### config.mk
export PLATFORM = sky130hd
export DESIGN_NAME = addressed_frame_parser_crc16
export DESIGN_NICKNAME = d
export VERILOG_FILES = /design/src/sv/afp_pkg.sv /design/src/sv/afp_ram.sv /design/src/sv/afp_front.sv /design/src/sv/afp_back.sv /design/src/sv/addressed_frame_parser_crc16.sv
export SDC_FILE = /design/constraint.sdc
export NUM_CORES = 1
export LEC_CHECK = 0
export ABC_AREA = 0
export BUFFER_PORTS_ARGS = -buffer_cell sky130_fd_sc_hd__buf_2
export CORE_UTILIZATION = 40
export CTS_BUF_LIST = sky130_fd_sc_hd__clkbuf_16
export CTS_CLUSTER_SIZE = 16
export DETAILED_ROUTE_END_ITERATION = 10
export PLACE_DENSITY_LB_ADDON = 0.2
export SYNTH_ARGS = -nofsm -noshare
export SYNTH_HDL_FRONTEND = slang
export SYNTH_SLANG_ARGS = --single-unit
### constraint.sdc
create_clock -name i_clk -period 7.9 [get_ports i_clk]
set_input_delay 0.395 -clock i_clk [delete_from_list [all_inputs] [get_ports i_clk]]
set_output_delay 0.395 -clock i_clk [all_outputs]
set_load 0.005 [all_outputs]
### src/sv/afp_pkg.sv
// ============================================================================
// afp_pkg - shared definitions of the addressed frame parser
// Item types, configuration layout, sizing constants and the CRC-16 step
// used by the parser front end and the delivery back end.
// ============================================================================
package afp_pkg;

    // Frame layout and buffering.
    localparam int ADDR_BYTES  = 4;
    localparam int MAX_PAYLOAD = 32;
    localparam int CHECK_BYTES = 2;

    // Payload index width; one bank holds MAX_PAYLOAD bytes, two banks in all.
    localparam int PL_IW     = (MAX_PAYLOAD > 1) ? $clog2(MAX_PAYLOAD) : 1;
    localparam int RAM_AW    = PL_IW + 1;
    localparam int RAM_DEPTH = 2 ** RAM_AW;

    // Field counter of the parser.
    localparam int FC_W = 7;

    // Result queue of the back end.
    localparam int OQ_DEPTH = 4;
    localparam int OQ_AW    = 2;
    localparam int OQ_CW    = 3;

    // Address bytes that take part in the comparison with the own address.
    localparam logic [31:0] ADDR_MASK = (ADDR_BYTES >= 4) ? 32'hFFFF_FFFF :
        32'((64'd1 << (8 * ADDR_BYTES)) - 64'd1);

    // Reflected CCITT polynomial.
    localparam logic [15:0] CRC_POLY = 16'h8408;

    // Item kinds.
    localparam logic KIND_BYTE = 1'b0;
    localparam logic KIND_TICK = 1'b1;

    // Configuration register indexes.
    localparam int CFG_IW = 3;
    localparam logic [CFG_IW-1:0] REG_HEADER    = 3'd0;
    localparam logic [CFG_IW-1:0] REG_CRC_START = 3'd1;
    localparam logic [CFG_IW-1:0] REG_RESIDUE   = 3'd2;
    localparam logic [CFG_IW-1:0] REG_GAP_LIMIT = 3'd3;
    localparam logic [CFG_IW-1:0] REG_OWN_ADDR  = 3'd4;

    // Configuration reset values.
    localparam logic [7:0]  RST_HEADER    = 8'h00;
    localparam logic [15:0] RST_CRC_START = 16'hFFFF;
    localparam logic [15:0] RST_RESIDUE   = 16'hF0B8;
    localparam logic [15:0] RST_GAP_LIMIT = 16'd500;
    localparam logic [31:0] RST_OWN_ADDR  = 32'h0000_0000;

    typedef struct packed {
        logic       kind;
        logic [7:0] rx_byte;
    } t_in_item;

    typedef struct packed {
        logic [31:0] frame_address;
        logic        address_match;
        logic [7:0]  frame_length;
        logic [7:0]  frame_command;
        logic [7:0]  payload_byte;
        logic [5:0]  payload_index;
        logic        last_of_frame;
    } t_out_item;

    typedef struct packed {
        logic [7:0]  header_value;
        logic [15:0] crc_start;
        logic [15:0] crc_good_residue;
        logic [15:0] gap_limit_ticks;
        logic [31:0] own_address;
    } t_cfg;

    // Header of one good frame waiting for delivery.
    typedef struct packed {
        logic [31:0] addr;
        logic        match;
        logic [7:0]  len;
        logic [7:0]  cmd;
    } t_desc;

    // Payload memory write request.
    typedef struct packed {
        logic              we;
        logic [RAM_AW-1:0] addr;
        logic [7:0]        data;
    } t_pl_wr;

    // One byte through the reflected CRC-16, one bit per step.
    function automatic logic [15:0] crc_upd(input logic [15:0] crc, input logic [7:0] b);
        logic [15:0] c;
        c = crc ^ {8'h00, b};
        for (int i = 0; i < 8; i++) begin
            if (c[0]) begin
                c = (c >> 1) ^ CRC_POLY;
            end else begin
                c = c >> 1;
            end
        end
        return c;
    endfunction

endpackage

### src/sv/afp_ram.sv
// ============================================================================
// afp_ram - generic single-port-write, single-port-read RAM
// One write and one registered read per cycle.
// ============================================================================
module afp_ram #(
    parameter int WIDTH = 8,
    parameter int DEPTH = 64
) (
    input  logic                     i_clk,
    input  logic                     i_we,
    input  logic [$clog2(DEPTH)-1:0] i_waddr,
    input  logic [WIDTH-1:0]         i_wdata,
    input  logic [$clog2(DEPTH)-1:0] i_raddr,
    output logic [WIDTH-1:0]         o_rdata
);

    logic [WIDTH-1:0] r_mem [DEPTH];

    always_ff @(posedge i_clk) begin
        if (i_we) begin
            r_mem[i_waddr] <= i_wdata;
        end
        o_rdata <= r_mem[i_raddr];
    end

endmodule

### src/sv/afp_front.sv
// ============================================================================
// afp_front - frame parser front end
// Takes bytes and ticks, runs the CRC, stores payload into the current bank
// and posts the header of each good frame to the delivery queue.
// ============================================================================
module afp_front (
    input  logic              i_clk,
    input  logic              i_rst_n,
    input  logic              i_accept,
    input  afp_pkg::t_in_item i_item,
    input  afp_pkg::t_cfg     i_cfg,
    input  logic              i_bank,
    output afp_pkg::t_pl_wr   o_pl_wr,
    output logic              o_desc_push,
    output afp_pkg::t_desc    o_desc
);
    import afp_pkg::*;

    typedef enum logic [5:0] {
        ST_IDLE    = 6'b000001,
        ST_ADDR    = 6'b000010,
        ST_LENGTH  = 6'b000100,
        ST_CMD     = 6'b001000,
        ST_PAYLOAD = 6'b010000,
        ST_CHECK   = 6'b100000
    } t_phase;

    t_phase          r_phase, n_phase;
    logic [FC_W-1:0] r_fc, n_fc;
    logic [15:0]     r_crc, n_crc;
    logic [31:0]     r_addr, n_addr;
    logic [7:0]      r_len, n_len;
    logic [7:0]      r_cmd, n_cmd;
    logic [15:0]     r_idle, n_idle;

    logic            in_frame;
    logic            fresh;
    logic [FC_W-1:0] fc_inc;
    logic [15:0]     crc_nx;
    logic [7:0]      rx;

    assign rx       = i_item.rx_byte;
    assign in_frame = (r_phase == ST_ADDR) || (r_phase == ST_LENGTH) || (r_phase == ST_CMD) ||
                      (r_phase == ST_PAYLOAD) || (r_phase == ST_CHECK);
    // A byte after too long a gap starts over, as does any byte outside a frame.
    assign fresh    = !in_frame || (r_idle > i_cfg.gap_limit_ticks);
    assign fc_inc   = r_fc + FC_W'(1);
    assign crc_nx   = crc_upd(fresh ? i_cfg.crc_start : r_crc, rx);

    assign o_desc.addr  = r_addr;
    assign o_desc.match = ((r_addr ^ i_cfg.own_address) & ADDR_MASK) == 32'd0;
    assign o_desc.len   = r_len;
    assign o_desc.cmd   = r_cmd;

    always_comb begin
        n_phase      = r_phase;
        n_fc         = r_fc;
        n_crc        = r_crc;
        n_addr       = r_addr;
        n_len        = r_len;
        n_cmd        = r_cmd;
        n_idle       = r_idle;
        o_desc_push  = 1'b0;
        o_pl_wr.we   = 1'b0;
        o_pl_wr.addr = {i_bank, r_fc[PL_IW-1:0]};
        o_pl_wr.data = rx;
        if (i_accept) begin
            if (i_item.kind == KIND_TICK) begin
                if (r_idle != 16'hFFFF) begin
                    n_idle = r_idle + 16'd1;
                end
            end else begin
                n_idle = 16'd0;
                n_crc  = crc_nx;
                if (fresh) begin
                    n_addr  = 32'd0;
                    n_len   = 8'd0;
                    n_cmd   = 8'd0;
                    n_fc    = '0;
                    n_phase = (rx == i_cfg.header_value) ? ST_ADDR : ST_IDLE;
                end else begin
                    case (r_phase)
                        ST_ADDR: begin
                            for (int i = 0; i < 4; i++) begin
                                if (r_fc == FC_W'(i)) begin
                                    n_addr[8*i +: 8] = rx;
                                end
                            end
                            n_fc = fc_inc;
                            if (fc_inc >= FC_W'(ADDR_BYTES)) begin
                                n_fc    = '0;
                                n_phase = ST_LENGTH;
                            end
                        end
                        ST_LENGTH: begin
                            n_len   = rx;
                            n_phase = ST_CMD;
                        end
                        ST_CMD: begin
                            n_cmd   = rx;
                            n_phase = (r_len != 8'd0) ? ST_PAYLOAD : ST_CHECK;
                        end
                        ST_PAYLOAD: begin
                            o_pl_wr.we = (r_fc < FC_W'(MAX_PAYLOAD));
                            n_fc       = fc_inc;
                            if ((8'(fc_inc) >= r_len) || (fc_inc >= FC_W'(MAX_PAYLOAD))) begin
                                n_fc    = '0;
                                n_phase = ST_CHECK;
                            end
                        end
                        ST_CHECK: begin
                            n_fc = fc_inc;
                            if (fc_inc >= FC_W'(CHECK_BYTES)) begin
                                n_fc        = '0;
                                n_phase     = ST_IDLE;
                                o_desc_push = (crc_nx == i_cfg.crc_good_residue);
                            end
                        end
                        default: begin
                            n_phase = ST_IDLE;
                        end
                    endcase
                end
            end
        end
    end

    always_ff @(posedge i_clk) begin
        if (!i_rst_n) begin
            r_phase <= ST_IDLE;
            r_fc    <= '0;
            r_crc   <= RST_CRC_START;
            r_addr  <= 32'd0;
            r_len   <= 8'd0;
            r_cmd   <= 8'd0;
            r_idle  <= 16'd0;
        end else begin
            r_phase <= n_phase;
            r_fc    <= n_fc;
            r_crc   <= n_crc;
            r_addr  <= n_addr;
            r_len   <= n_len;
            r_cmd   <= n_cmd;
            r_idle  <= n_idle;
        end
    end

endmodule

### src/sv/afp_back.sv
// ============================================================================
// afp_back - frame delivery back end
// Walks the payload of the oldest waiting frame, one memory read per cycle
// while the queue has room; one result per stored byte, one for an empty frame.
// ============================================================================
module afp_back (
    input  logic                       i_clk,
    input  logic                       i_rst_n,
    input  logic                       i_desc_valid,
    input  afp_pkg::t_desc             i_desc,
    input  logic                       i_bank,
    input  logic [7:0]                 i_rdata,
    input  logic                       i_pop,
    output logic [afp_pkg::RAM_AW-1:0] o_raddr,
    output logic                       o_desc_pop,
    output logic                       o_empty,
    output afp_pkg::t_out_item         o_result
);
    import afp_pkg::*;

    logic [PL_IW-1:0] r_k;
    logic             r_infl;
    t_out_item        r_meta;
    logic             r_zero;

    t_out_item        r_q [OQ_DEPTH];
    logic [OQ_AW-1:0] r_wp, r_rp;
    logic [OQ_CW-1:0] r_cnt;

    logic [7:0]       k1;
    logic             last;
    logic             issue;
    logic             do_pop;
    t_out_item        wr_item;

    assign k1    = 8'(r_k) + 8'd1;
    assign last  = (i_desc.len == 8'd0) || (k1 == i_desc.len) || (k1 == 8'(MAX_PAYLOAD));
    // Issue a read only when the result queue has room for everything in flight.
    assign issue = i_desc_valid && ((r_cnt + OQ_CW'(r_infl)) < OQ_CW'(OQ_DEPTH));
    assign do_pop = i_pop && (r_cnt != '0);

    assign o_raddr    = {i_bank, r_k};
    assign o_desc_pop = issue && last;
    assign o_empty    = (r_cnt == '0);
    assign o_result   = r_q[r_rp];

    always_comb begin
        wr_item = r_meta;
        wr_item.payload_byte = r_zero ? 8'd0 : i_rdata;
    end

    always_ff @(posedge i_clk) begin
        r_meta.frame_address <= i_desc.addr;
        r_meta.address_match <= i_desc.match;
        r_meta.frame_length  <= i_desc.len;
        r_meta.frame_command <= i_desc.cmd;
        r_meta.payload_byte  <= 8'd0;
        r_meta.payload_index <= 6'(r_k);
        r_meta.last_of_frame <= last;
        r_zero               <= (i_desc.len == 8'd0);
        if (r_infl) begin
            r_q[r_wp] <= wr_item;
        end
    end

    always_ff @(posedge i_clk) begin
        if (!i_rst_n) begin
            r_k    <= '0;
            r_infl <= 1'b0;
            r_wp   <= '0;
            r_rp   <= '0;
            r_cnt  <= '0;
        end else begin
            r_infl <= issue;
            if (issue) begin
                r_k <= last ? '0 : r_k + PL_IW'(1);
            end
            if (r_infl) begin
                r_wp <= r_wp + OQ_AW'(1);
            end
            if (do_pop) begin
                r_rp <= r_rp + OQ_AW'(1);
            end
            r_cnt <= r_cnt + OQ_CW'(r_infl) - OQ_CW'(do_pop);
        end
    end

endmodule

### src/sv/addressed_frame_parser_crc16.sv
// ============================================================================
// addressed_frame_parser_crc16 - addressed serial frame parser with CRC-16
// Parses header, address, length, command, payload and check bytes and
// delivers the payload of every frame that passes the X.25 CRC check.
// ============================================================================
// Items are received bytes and one-millisecond ticks; the parser accepts one
// item per cycle on push while full is low. The CRC runs over every byte of
// a frame, header and check bytes included, and a frame is good when it ends
// at the configured residue. A byte that arrives after more idle ticks than
// the gap limit drops the partial frame and is taken as a new header attempt.
// A good frame comes out as one item per stored payload byte (at most
// MAX_PAYLOAD of them) or as one item when its length is zero, at one item
// per cycle, set by the single read port of the payload memory, while the
// result queue has room. That memory holds two banks, so one frame can be
// parsed while the previous one is still being delivered; full is high while
// two good frames wait, and both bytes and ticks are held off until the older
// one has been read out of the memory. The user must write configuration
// through the register port only while the block is idle; it is not enforced.
module addressed_frame_parser_crc16 (
    input  logic                       i_clk,
    input  logic                       i_rst_n,
    input  logic                       push,
    output logic                       full,
    input  afp_pkg::t_in_item          i_item,
    output logic                       empty,
    input  logic                       pop,
    output afp_pkg::t_out_item         o_result,
    input  logic                       i_cfg_we,
    input  logic [afp_pkg::CFG_IW-1:0] i_cfg_index,
    input  logic [31:0]                i_cfg_wdata
);
    import afp_pkg::*;

    t_cfg              r_cfg;

    // Queue of good-frame headers; slot k owns payload bank k.
    t_desc             r_dq [2];
    logic              r_dq_wp, r_dq_rp;
    logic [1:0]        r_dq_cnt;

    logic              accept;
    logic              dq_push, dq_pop;
    t_desc             front_desc;
    t_pl_wr            pl_wr;
    logic [RAM_AW-1:0] raddr;
    logic [7:0]        rdata;

    assign full   = (r_dq_cnt == 2'd2);
    assign accept = push && !full;

    // Configuration registers.
    always_ff @(posedge i_clk) begin
        if (!i_rst_n) begin
            r_cfg.header_value     <= RST_HEADER;
            r_cfg.crc_start        <= RST_CRC_START;
            r_cfg.crc_good_residue <= RST_RESIDUE;
            r_cfg.gap_limit_ticks  <= RST_GAP_LIMIT;
            r_cfg.own_address      <= RST_OWN_ADDR;
        end else if (i_cfg_we) begin
            case (i_cfg_index)
                REG_HEADER:    r_cfg.header_value     <= i_cfg_wdata[7:0];
                REG_CRC_START: r_cfg.crc_start        <= i_cfg_wdata[15:0];
                REG_RESIDUE:   r_cfg.crc_good_residue <= i_cfg_wdata[15:0];
                REG_GAP_LIMIT: r_cfg.gap_limit_ticks  <= i_cfg_wdata[15:0];
                REG_OWN_ADDR:  r_cfg.own_address      <= i_cfg_wdata;
                default: begin
                end
            endcase
        end
    end

    afp_front u_front (
        .i_clk       (i_clk),
        .i_rst_n     (i_rst_n),
        .i_accept    (accept),
        .i_item      (i_item),
        .i_cfg       (r_cfg),
        .i_bank      (r_dq_wp),
        .o_pl_wr     (pl_wr),
        .o_desc_push (dq_push),
        .o_desc      (front_desc)
    );

    afp_ram #(
        .WIDTH (8),
        .DEPTH (RAM_DEPTH)
    ) u_ram (
        .i_clk   (i_clk),
        .i_we    (pl_wr.we),
        .i_waddr (pl_wr.addr),
        .i_wdata (pl_wr.data),
        .i_raddr (raddr),
        .o_rdata (rdata)
    );

    // Header queue between the parser and the delivery side. The parser only
    // writes the bank of the free slot, so a frame under delivery is never
    // overwritten.
    always_ff @(posedge i_clk) begin
        if (dq_push) begin
            r_dq[r_dq_wp] <= front_desc;
        end
    end

    always_ff @(posedge i_clk) begin
        if (!i_rst_n) begin
            r_dq_wp  <= 1'b0;
            r_dq_rp  <= 1'b0;
            r_dq_cnt <= 2'd0;
        end else begin
            if (dq_push) begin
                r_dq_wp <= !r_dq_wp;
            end
            if (dq_pop) begin
                r_dq_rp <= !r_dq_rp;
            end
            r_dq_cnt <= r_dq_cnt + 2'(dq_push) - 2'(dq_pop);
        end
    end

    afp_back u_back (
        .i_clk        (i_clk),
        .i_rst_n      (i_rst_n),
        .i_desc_valid (r_dq_cnt != 2'd0),
        .i_desc       (r_dq[r_dq_rp]),
        .i_bank       (r_dq_rp),
        .i_rdata      (rdata),
        .i_pop        (pop),
        .o_raddr      (raddr),
        .o_desc_pop   (dq_pop),
        .o_empty      (empty),
        .o_result     (o_result)
    );

`ifndef NO_ASSERTIONS
    a_dq_no_overflow: assert property (@(posedge i_clk) disable iff (!i_rst_n)
        dq_push |-> (r_dq_cnt != 2'd2))
        else $error("frame header pushed into a full queue");

    a_dq_no_underflow: assert property (@(posedge i_clk) disable iff (!i_rst_n)
        dq_pop |-> (r_dq_cnt != 2'd0))
        else $error("frame header taken from an empty queue");

    a_dq_count_range: assert property (@(posedge i_clk) disable iff (!i_rst_n)
        r_dq_cnt != 2'd3)
        else $error("frame header count out of range");

    a_empty_after_reset: assert property (@(posedge i_clk)
        !i_rst_n |=> empty)
        else $error("result queue not empty after reset");
`endif

endmodule
Word-level counts from Yosys, hierarchy flattened
Memories as Yosys holds them, arrays and structs flattened. A register that Yosys moved wholly into a read port is not among the register bits.
Index checks and enable logic that the tools add are counted.
- reduce and logical (&&, ||, !) cells: 47
- muxes and demuxes: 54
- bitwise gates (word level): 11
- add/subtract/negate cells: 10
- order comparisons: 7
- eq/ne operators: 22
- operators by type and width (cell ; number):
    16-bit 2-to-1 mux ; 11
    8-bit 2-to-1 mux ; 9
    32-bit 2-to-1 mux ; 2
    32-bit zero test ; 1
    32-bit bitwise XOR ; 1
    6-bit 2-to-1 mux ; 5
    6-bit case mux with 5 select lines ; 1
    7-bit 2-to-1 mux ; 4
    2-bit NOT with 3-bit output ; 8
    7-bit case mux with 3 select lines ; 1
    1-bit 2-to-1 mux ; 17
    16-bit by 1-bit adder with 16-bit output (second input constant) ; 1
    16-bit equality test ; 1
    8-bit equality test ; 2
    16-bit greater-than comparator ; 1
    16-bit inequality test (second input constant) ; 1
    4-bit AND reduction ; 4
    2-bit nonzero test ; 8
    16-bit by 8-bit bitwise XOR with 16-bit output ; 1
    7-bit by 2-bit equality test with 1-bit output (second input constant) ; 2
    2-bit AND reduction ; 7
    3-bit by 2-bit inequality test with 1-bit output (second input constant) ; 3
    3-bit AND reduction ; 3
    8-bit by 6-bit equality test with 1-bit output (second input constant) ; 1
    other kinds (38) ; 56
- input port bits: 49
- RAM bits: 862
- register bits after elaboration: 254
- memories: 3
- logic and storage cells: 184
- memory list (name ; depth ; width ; rd ports ; clocked after memory_dff ; write ports ; line ; source):
    u_ram.r_mem ; 64 ; 8 ; 1 ; 1 ; 1 ; afp_ram.sv:17 ; logic [WIDTH-1:0] r_mem [DEPTH];
    u_back.r_q ; 4 ; 63 ; 1 ; 1 ; 1 ; afp_back.sv:26 ; t_out_item r_q [OQ_DEPTH];
    r_dq ; 2 ; 49 ; 1 ; 1 ; 1 ; addressed_frame_parser_crc16.sv:37 ; t_desc r_dq [2];

Depth between registers and ports, before layout
Gate-level depths: netlist of run 1.
- word-level depth: 33
- mapped depth: 21

Modules after synthesis
From an unflattened synthesis of run 1, not the netlist that was laid out.
- cell total of the unflattened synthesis: 2722
- area, all modules: 45058.2 um^2
- by module, submodules not included (module ; area an instance (um^2) ; times used ; cells each ; seq. area each (um^2)):
    afp_ram ; 20166.8 ; 1 ; 940 ; 15534.9
    afp_back ; 11184.5 ; 1 ; 500 ; 8988.6
    addressed_frame_parser_crc16 ; 7240.7 ; 1 ; 520 ; 4804.6
    afp_front ; 6466.2 ; 1 ; 762 ; 1861.8

Worst setup path before layout of run 1
OpenSTA, ideal clock, no wires.
- kind: register -> register
- start point: reg r_cfg[47] (netlist name)
- end point: mem r_dq[0][0] (netlist name) (enable)
- stages on the path, launching flop included: 15
- buffers on the path: 1
- period minus slack after synthesis: 5.948 ns
- arrival: 5.492 ns
- path slack: 1.952 ns
- cells stage by stage: dfxtp_1 inv_1 ha_1 nand4_2 nor4_4 o21ai_2 nand3_1 buf_4 o31ai_2 nor4_4 xnor3_1 nand4b_1 or4bb_1 or2_2 nor2_1
- longest elaborated chain between the ends: 22
- ends and longest elaborated chain (what ; line ; source):
    start: declaration ; addressed_frame_parser_crc16.sv:34 ; t_cfg r_cfg;
    16-bit greater-than comparator (*) ; afp_front.sv:46 ; assign fresh = !in_frame || (r_idle > i_cfg.gap_limit_ticks);
    1-bit logical OR (*) ; afp_front.sv:46 ;
    16-bit 2-to-1 mux ; afp_front.sv:48 ; assign crc_nx = crc_upd(fresh ? i_cfg.crc_start : r_crc, rx);
    16-bit by 8-bit bitwise XOR with 16-bit output ; afp_pkg.sv:93 ; c = crc ^ {8'h00, b};
    2-bit NOT with 3-bit output (no line) ; - ;
    16-bit 2-to-1 mux (7 in series) ; afp_pkg.sv:95 ; if (c[0]) begin
    2-bit NOT with 3-bit output (no line) ; - ;
    16-bit 2-to-1 mux ; afp_pkg.sv:95 ;
    16-bit equality test ; afp_front.sv:116 ; o_desc_push = (crc_nx == i_cfg.crc_good_residue);
    1-bit 2-to-1 mux ; afp_front.sv:113 ; if (fc_inc >= FC_W'(CHECK_BYTES)) begin
    1-bit 2-to-1 mux ; afp_front.sv:82 ; case (r_phase)
    1-bit 2-to-1 mux (*) ; afp_front.sv:75 ; if (fresh) begin
    1-bit 2-to-1 mux (*) ; afp_front.sv:68 ; if (i_item.kind == KIND_TICK) begin
    1-bit 2-to-1 mux (*) ; afp_front.sv:67 ; if (i_accept) begin
    1-bit 2-to-1 mux (*) ; addressed_frame_parser_crc16.sv:100 ; if (dq_push) begin
    1-bit 2-to-1 mux (not written as such) (*) ; addressed_frame_parser_crc16.sv:101 ; r_dq[r_dq_wp] <= front_desc;
    end: declaration ; addressed_frame_parser_crc16.sv:37 ;
Mark *: on every way between the ends. The rest lies on a longest branch, timed or not.

Worst setup path in the final report of run 1
- start point: reg r_cfg[47] (netlist name)
- end point: mem r_dq[0][40] (netlist name) (enable)
The elaborated chain is that of the path after synthesis.

==> flow_summary.ini, run 1 <==
[run_status]
outcome = complete, no violations

[final_layout]
fin_nets = 2890
syn2layout_area_growth_pct = 14.1
fin_cells = 4372
final_cell_mix = edfxtp_1 (862), dfxtp_1 (259), nand2_1 (246)
drive_gt1_frac = 0.216
seqCellArea_um2 = 31200
multi_input_area_um2 = 12300
antennaDiodeCount = 0
n_fill_cell = 9304
final_common_cell = edfxtp_1

[synthesis]
synth_top_area_share = 0.586
synth.largest_area_cell = edfxtp_1
synth_ff_type = edfxtp_1
synth_nets = 2738
synthArstFlopShare = 0
ys.warnings.count = 0
synth_area_per_cell_um2 = 16.7
ys_seq_elements = 1127
ys_seq_area_frac = 0.707
synth_enable_flop_cells = 862
synth_top_cells_by_area = edfxtp_1 (59%), dfxtp_1 (12%), mux4_2 (12%), nand2_1 (2.1%), nor2_1 (1.5%)
synthesis.area_um2 = 44100
netlist_instances = 2649
synth_cell_types = 68

[grt]
grt_pass1_wl_mm = 155
grt_pass1_vias = 23700
grt-ovfl-total = 0
grt_start_max_net_pins = 130
grt_usage = 0.186
antenna_found_initial = 0

[timing]
whs_ps = 43.2
rsz0062_at_grt = no
max_freq_mhz = 167
final-max-slew-violation-count = 0
tightest_slew_ps = 1220
slew_headroom = 0.184
setup_tns_ps = 0
finalHoldViolCount = 0
finClkSkew_ps = 32.9
fin_crit_sh = 0.756
setup-violations-final = 0
fin_crit_ps = 5970

[detailed_routing]
drt_iter0_markers = 1908
wl_mm = 103
vias = 23200
vias_per_cell = 5.32
drc = 0
first_pass_iters = 5
drtAntennaViolNets = 0
avgRoutedWirePerCell_um = 23.5

[clock_network]
cts_post_setup_buffers_inserted = 0
clock-sinks = 1127
cts_root_buf = clkbuf_16
cts_buffers = 111
insertion_delay_ps = 710
clockBufferDepth = 3
cts_tree = yes
cts.repair.resized = 0
cts.reportedPaths.clkPinSlew_ps = 60
hold_buffers = 25
h-tree-depth = 3

[floorplanning]
row_count = 121
dieArea_um2 = 112000
core_area_um2 = 109000
ios = 115
die_w_um = 334
die_y_um = 334
initial_core_util = 0.404

[placed_design]
gp_congestion = 0.836
dp_cells = 4139
hpwl_mm = 65.9
io_buffers = 113

[critical_path]
crit_top_cell = nand4_2
worst_setup_path_end_kind = flip-flop
slowest_stage = nor2_1
cp_max_fo = 28
cp_cell_sequence = inv_1, ha_1, nand4_2, nor4_4, nand4_2, o31a_1, nor2_1, mux2i_1, and2_1, or4_1, or2_2, nor2_4, buf_4
cp_slowest_stage_delay_ps = 840
cp-start-kind = flip-flop
critical_path_class = reg -> reg
critPathRequiredTime_ps = 8260
worstPathArrival_ps = 6340
reg2regPathDepth = 13

[power_and_ir_drop]
p_leak_uw = 0.0169
p_per_area_nw_per_um2 = 244
peakVddDrop_mv = 0.182

[hold_path]
holdPathStages = 3
hp-class = in -> reg

[job]
cap_violations = 0
[final cells by class]
class | count | share of cell area
sequential | 1127 | 0.619
multi-input combinational | 1350 | 0.244
clock buffer | 116 | 0.0576
tap | 1476 | 0.0367
timing repair buffer | 171 | 0.0214
clock inverter | 92 | 0.0178
inverter | 40 | 0.00303
[metal layers]
metal  vias up  global-route usage  share of wire
met5         -                   0              0
met4         0              0.0469          0.020
met3       146              0.0285          0.048
met2       641               0.303           0.48
met1     12000               0.261           0.45
li1      10400                   -              -
[per-stage QoR]
| step | total power, uW | instance area (um2) | worst slack, ps | utilization |
|---|---|---|---|---|
| floorplan | 6790 | 44100 | 1950 | - |
| global placement | 6990 | 46300 | 2090 | 0.425 |
| detailed placement | 7000 | 46300 | 1900 | 0.425 |
| CTS | 12400 | 50400 | 1870 | 0.462 |
| global route | 12700 | 50400 | 1490 | 0.462 |
| finish | 12300 | 50400 | 1930 | 0.462 |
[power by group]
group	leakage, uW	internal (uW)	switching [uW]
logic	0.00488	198	268
registers	0.0101	6360	38.7
clock network	0.00190	3160	2260
[critical path: cells and delay by family (launching register included)]
kind	cells	cell delay (ps)
mux	1	280
buf+inv	2	490
flops	1	350
compound gates	1	370
simple gates	8	3790
fa+ha+maj	1	330
[sequential cells by signal (all words and copies together) (netlist names), 5 cells and up, named ones only]
register	count
u_front.r_idle	16
u_front.r_fc	7
u_back.r_meta	55
u_ram.r_mem	512
u_front.r_crc	16
u_front.r_cmd	8
r_cfg	88
u_ram.o_rdata	8
u_back.r_q	252
u_back.r_k	5
r_dq	98
u_front.r_addr	32
u_front.r_len	8
u_front.r_phase	6
[logic make-up (layout without fill, tap and decap cells)]
family | after synthesis | count (layout) | share of synthesized area
other cells | 1 | 1 | 0.0000849
mux | 342 | 342 | 0.144
compound gates | 198 | 198 | 0.0278
xor+xnor | 113 | 113 | 0.0249
flops | 1127 | 1127 | 0.707
fa+ha+maj | 40 | 40 | 0.0113
buf+inv | 172 | 419 | 0.0153
simple gates | 656 | 656 | 0.0698
[cells in the mapped netlist, drive strengths merged (2+ instances only)]
library cell  number
a211o              2
a211oi            11
a21o               9
a21oi             89
a22oi              2
a31oi              3
and2              17
and3              22
and4               4
buf               32
clkbuf           100
dfxtp            265
edfxtp           862
ha                40
inv               40
mux2              46
mux2i             65
mux4             231
nand2            248
nand2b            20
nand3             52
nand3b             4
nand4             14
nand4b             4
nand4bb            4
nor2             176
nor2b             35
nor3              11
nor4              21
o211a              2
o211ai            27
o21a               4
o21ai             32
o21bai             2
o31ai              9
or2                6
or3               10
or4                2
xnor2             39
xnor3              4
xor2              67
xor3               3
[final timing paths]
path,startpoint,endpoint,slack (ps)
max,r_cfg[47],r_dq[0][40],1930
min,i_cfg_wdata[1],r_cfg[33],40
min reg2reg,u_back.r_k[4],u_back.r_meta[5],410
max reg2reg,r_cfg[47],r_dq[0][40],1930
Note: power is estimated with default switching activity, not from simulation.
==> run 2, diff against run 1 <==
Settings changed: ABC_AREA 0 to 1.
Clock period 7.9 ns to 5.95 ns, I/O delays scaled along.
==> run 2 against run 1 <==
- combinational power is 130% higher
- count of clock-buffer cells in the layout is 2 lower
- wire length is 11% higher
- power is 33% higher
- flip-flop and latch count stayed put
- cell count is 26% higher
- non-clock buffer count is 30 higher
- critical endpoint is now r_dq[1][12]
- largest cell class unchanged
- largest power group unchanged
- highest routed layer unchanged
==> flow_summary.ini, run 2 <==
[synthesis]
synth_cell_types = 48
synth_top_area_share = 0.584
netlist_instances = 3845
ys_seq_elements = 1127
synth_nets = 3934
synth_top_cells_by_area = edfxtp_1 (58%), dfxtp_1 (12%), o21ai_0 (6.0%), nor2_1 (5.6%), nand2_1 (3.2%)
synth_area_per_cell_um2 = 11.5
ys.warnings.count = 0
ys_seq_area_frac = 0.704
synth.largest_area_cell = edfxtp_1
synth_ff_type = edfxtp_1
synthArstFlopShare = 0
synth_commonest_cells = edfxtp_1 (862), nor2_1 (657), o21ai_0 (535)
synthMostInstantiatedCell = edfxtp_1
synth_enable_flop_cells = 862
synthesis.area_um2 = 44300

[final_layout]
largest_reg_flops = 512
syn2layout_area_growth_pct = 13.1
final_cell_mix = edfxtp_1 (862), nor2_1 (657), o21ai_0 (535)
antennaDiodeCount = 0
drive_gt1_frac = 0.0932
fin_nets = 4034
reg_top3 = u_ram.r_mem: 512 flops, u_back.r_q: 252 flops, r_dq: 98 flops
n_fill_cell = 10000
final_common_cell = edfxtp_1
regMostFlops = u_ram.r_mem

[grt]
antenna_found_initial = 0
grt-ovfl-total = 0
grt_start_max_net_pins = 109
grt_pass1_vias = 27600
grt_usage = 0.200
grt_pass1_wl_mm = 172

[placed_design]
io_buffers = 113
hpwl_mm = 68.8
dp_slack_ps = 1430
gp_congestion = 0.869

[critical_path]
timing.rr.end = r_dq[1][12]
cp_max_fo = 49
cp_cell_sequence = ha_1, a21oi_1, nand2_1, a21oi_1, nand2_1, nand2_2, nand2_4, inv_4, nand2_1, nor3_1, nand2_1, nor2_1, nand2_1, inv_1, nand2_1, nor2_1, nand2_1, nor2_2, nand3_1, inv_2
slowest_stage = inv_2
worstPathArrival_ps = 4830
critPathRequiredTime_ps = 6250
reg2reg_setup_slack_ps = 1420
crit_top_cell = nand2_1
reg2regPathDepth = 20
cp_slowest_stage_delay_ps = 820
r2r-start = u_front.r_idle[11]
worst_setup_path_end_kind = flip-flop
critical_path_class = reg -> reg
cp-start-kind = flip-flop

[clock_network]
cts_post_setup_buffers_inserted = 0
clockBufferDepth = 3
cts_tree = yes
h-tree-depth = 3
clock-sinks = 1127
cts_buffers = 112
cts_root_buf = clkbuf_16
insertion_delay_ps = 710
cts.reportedPaths.clkPinSlew_ps = 60

[timing]
tightest_slew_ps = 1110
timing.final.ws_setup_ps = 1420
slew_headroom = 0.257
finalHoldViolCount = 0
fin_crit_sh = 0.761
setup-violations-final = 0
fin_crit_ps = 4530
final-max-slew-violation-count = 0
finClkSkew_ps = 45.9
rsz0062_at_grt = no
setup_tns_ps = 0
max_freq_mhz = 221

[hold_path]
hold_path_startpoint = i_item[1]
holdPathStages = 1
hp-class = in -> reg
min_delay_worst_endpoint = u_ram.r_mem[4][1]

[power_and_ir_drop]
peakVddDrop_mv = 0.227
p_per_area_nw_per_um2 = 325
p_leak_uw = 0.0181

[detailed_routing]
vias = 29300
vias_per_cell = 5.31
wl_mm = 114
avgRoutedWirePerCell_um = 20.7
drc = 0
drtAntennaViolNets = 0
first_pass_iters = 6
drt_iter0_markers = 2701

[floorplanning]
die_y_um = 335
die_w_um = 335
dieArea_um2 = 112000
row_count = 121
initial_core_util = 0.405
core_area_um2 = 109000
ios = 115

[job]
cap_violations = 0

[run_status]
outcome = complete, no violations
==> run 2: changes by cell type after synthesis, moves of 28 or more <==
cell,delta
nor2_1,+481
xnor2_1,-28
nand3_1,+168
mux2i_1,-65
mux2_2,-46
o21ai_0,+509
o22ai_1,+69
mux4_2,-231
o221ai_1,+124
clkbuf_1,+85
nand2_1,+129
inv_1,+151
nor2b_1,-35
xor2_1,-30
==> run 2: per-layer routing <==
layer	GRT usage	part of all wire	vias up
met4	0.0623	0.025	0
li1	-	-	14000
met5	0	0	-
met3	0.0283	0.058	152
met1	0.289	0.46	14400
met2	0.313	0.46	830
==> run 2: cell type report <==
class	instances	area [um2]	area share
clock inverter	99	604	0.0121
tap	1476	1850	0.0368
timing repair buffer	201	1330	0.0265
inverter	200	759	0.0152
clock buffer	114	2850	0.0569
multi-input combinational	2303	11500	0.230
sequential	1127	31200	0.623
==> run 2: where the power goes <==
| part | switching (uW) | internal [uW] | total [uW] | leakage, uW |
|---|---|---|---|---|
| registers | 112 | 8490 | 8610 | 0.00995 |
| clock network | 2990 | 3610 | 6610 | 0.00182 |
| logic | 722 | 366 | 1090 | 0.00632 |
==> run 2: timing repair <==
action,CTS,global route
endpoints found under the hold margin,92,0
hold buffers,35,0
endpoints found under the setup margin,0,0
resized for setup,0,0
==> run 2: how the worst max path moves through the flow <==
stage                  end  slack (ps)               start
6_report       r_dq[1][12]        1420  u_front.r_idle[11]
5_1_grt        r_dq[1][17]         940  u_front.r_idle[11]
4_1_cts        r_dq[1][12]        1390  u_front.r_idle[11]
3_5_place_dp   r_dq[1][44]        1430  u_front.r_idle[11]
3_3_place_gp   r_dq[1][33]        1490  u_front.r_idle[11]
2_1_floorplan   r_dq[0][0]        1990           r_cfg[39]
==> run 2: metrics by stage <==
step                std cells  power [uW]  hold slack [ps]  cell area (um2)   util
floorplan                3845        9350              329            44300      -
global route             5520       16900             20.9            50100  0.459
global placement         5272        9860              420            46300  0.424
finish                   5520       16300             31.0            50100  0.459
CTS                      5520       16500             7.07            50100  0.459
detailed placement       5272        9870              424            46300  0.424
==> run 2: cell families (layout without fill, tap and decap cells) <==
| group | after synthesis | after routing | synth area share |
|---|---|---|---|
| and+or+nand+nor | 1337 | 1337 | 0.124 |
| DFF | 1127 | 1127 | 0.704 |
| AOI/OAI and AO/OA | 877 | 877 | 0.114 |
| buffers and inverters | 415 | 614 | 0.0361 |
| xor gates and xnor gates | 48 | 48 | 0.00980 |
| adders and majority gates | 40 | 40 | 0.0113 |
| other | 1 | 1 | 0.0000846 |
==> run 2: critical path, delay by kind of cell, from the launching register on <==
| kind | cells | cell delay (ps) |
|---|---|---|
| DFF | 1 | 420 |
| buffers and inverters | 3 | 1090 |
| adders and majority gates | 1 | 300 |
| AOI/OAI and AO/OA | 2 | 280 |
| and+or+nand+nor | 14 | 1960 |
==> run 3, diff against run 2 <==
Clock period 5.95 ns to 4.56 ns, I/O delays scaled along.
==> run 3 against run 2 <==
- clock power grew 37%
- power up 33%
- highest routed layer unchanged
- largest cell class unchanged
- count of clock-buffer cells in the layout is 1 higher
- critical endpoint is now r_dq_cnt[1]
- combinational power grew 35%
==> flow_summary.ini, run 3 (synthesis results as in run 2) <==
[critical_path]
reg2reg_setup_slack_ps = 470
cp-start-kind = flip-flop
worstPathArrival_ps = 4730
cp_max_fo = 38
critical_path_class = reg -> reg
r2r-start = u_front.r_idle[11]
timing.rr.end = r_dq_cnt[1]
worst_setup_path_end_kind = flip-flop
critPathRequiredTime_ps = 5200
reg2regPathDepth = 25

[power_and_ir_drop]
switching_power_uw = 5060
p_per_area_nw_per_um2 = 427
switching_share = 0.233
power_frac_seq = 0.515
pwr-share-comb = 0.068
p_leak_uw = 0.0185
p_int_uw = 16700
peakVddDrop_mv = 0.305
clock_power_share = 0.417

[timing]
slew_headroom = 0.284
fin_crit_sh = 0.898
final-max-slew-violation-count = 0
finalHoldViolCount = 0
setup-violations-final = 0
rsz0062_at_grt = no
finClkSkew_ps = 37.8
tightest_slew_ps = 1070
fin_crit_ps = 4090
setup_tns_ps = 0
max_freq_mhz = 244

[final_layout]
design_area_um2 = 50900
antennaDiodeCount = 0
fin_nets = 4103
final_common_cell = edfxtp_1
syn2layout_area_growth_pct = 14.9
final_cell_mix = edfxtp_1 (862), nor2_1 (657), o21ai_0 (535)
largest_reg_flops = 512
drive_gt1_frac = 0.110
regMostFlops = u_ram.r_mem
reg_top3 = u_ram.r_mem: 512 flops, u_back.r_q: 252 flops, r_dq: 98 flops

[grt]
grt_start_max_net_pins = 132
grt-ovfl-total = 0
grt_usage = 0.200
antenna_found_initial = 1
grt_pass1_vias = 27800
grt_pass1_wl_mm = 172

[hold_path]
holdPathStages = 4
hold_path_startpoint = i_cfg_index[0]
min_delay_worst_endpoint = r_cfg[60]
hp-class = in -> reg

[run_status]
outcome = complete, no violations

[detailed_routing]
drc = 0
vias = 29300
avgRoutedWirePerCell_um = 20.2
drt_iter0_markers = 2504
wl_mm = 113
first_pass_iters = 7
drtAntennaViolNets = 0
vias_per_cell = 5.23

[clock_network]
cts_root_buf = clkbuf_16
clockBufferDepth = 3
insertion_delay_ps = 710
cts.reportedPaths.clkPinSlew_ps = 60
h-tree-depth = 3
clock-sinks = 1127
cts_tree = yes
cts_buffers = 113

[placed_design]
placed_area_um2 = 46900
gp_congestion = 0.890
io_buffers = 113
hpwl_mm = 67.9

[floorplanning]
row_count = 121
ios = 115
core_area_um2 = 109000
dieArea_um2 = 112000
initial_core_util = 0.405
die_y_um = 335
die_w_um = 335

[job]
cap_violations = 0
## run 3: cell types whose count changed in the layout (fill, tap and decap cells not counted), moves of 2 or more
cell and delta:
clkinv_1 -5, clkinvlp_2 +4, clkinv_2 -6, buf_4 +65, clkinvlp_4 +2, bufinv_16 +6
buf_12 +4
## run 3: per-stage QoR
stage | std cells | total power [uW] | util | hold slack [ps] | worst slack, ps
2_1_floorplan | 3845 | 12200 | - | 327 | 601
3_3_place_gp | 5341 | 12900 | 0.429 | 433 | 512
3_5_place_dp | 5341 | 12900 | 0.429 | 426 | 448
4_1_cts | 5589 | 21900 | 0.465 | 29.0 | 374
5_1_grt | 5589 | 22500 | 0.466 | 62.8 | 93.7
6_report | 5589 | 21700 | 0.466 | 78.8 | 465
## run 3: power groups by stage
stage	registers (uW)	clock network [uW]	logic (uW)
floorplan	11300	0	850
global placement	11400	0	1460
detailed placement	11400	0	1470
CTS	11200	9250	1500
global route	11200	9640	1650
finish	11200	9060	1470
## run 3: timing repair
item / 4_1_cts / 5_1_grt
hold buffers: 34 / 0
hold endpoints to repair: 99 / 0
gates resized for setup: 0 / 1
buffers inserted: 0 / 0
setup endpoints to repair: 0 / 1
## run 3: cell type report
class                           instances  area, um2
Sequential cell                      1127      31200
Fill cell                            9994      58400
Tap cell                             1476       1850
Timing Repair Buffer                  269       1890
Clock inverter                         99        769
Multi-Input combinational cell       2303      11500
Inverter                              200        759
Clock buffer                          115       2880
## run 3: worst max-delay path, cell delays in order, from the launching register on
cell     delay [ps]
dfxtp_1         430
ha_1            300
a21oi_1         150
nand2_1          80
a21oi_1         170
nand2_1          90
nand2_2         310
nand2_8         260
nand2_2         130
nand3_1          90
nand2_2         130
nand2_1          80
nand2_2         120
nand2_2          70
nand3_1          90
nand2_1          50
nor2_1          140
nand2_1         100
nor2_2          130
nand2_1         140
ha_1            330
inv_1            60
ha_1            140
xor2_1          180
o21ai_0          90
a21oi_1         130
## run 3: worst max-delay path by stage
stage                                   from     endpoint  slack, ps  cells past startpoint
after detailed placement  u_front.r_idle[11]  r_dq_cnt[1]        450                     25
after global placement    u_front.r_idle[11]  r_dq_cnt[1]        510                     25
final                     u_front.r_idle[11]  r_dq_cnt[1]        470                     25
after floorplan                    r_cfg[39]   r_dq[0][0]        600                     23
after global routing      u_front.r_idle[11]  r_dq_cnt[1]         90                     25
after CTS                 u_front.r_idle[11]  r_dq_cnt[1]        370                     25
## run 3: routing by layer
metal	part of all wire	wire length, um	global-route usage
met3	0.053	5980	0.0274
met5	0	0	0
met2	0.45	51300	0.311
met4	0.026	2900	0.0606
met1	0.47	53000	0.290
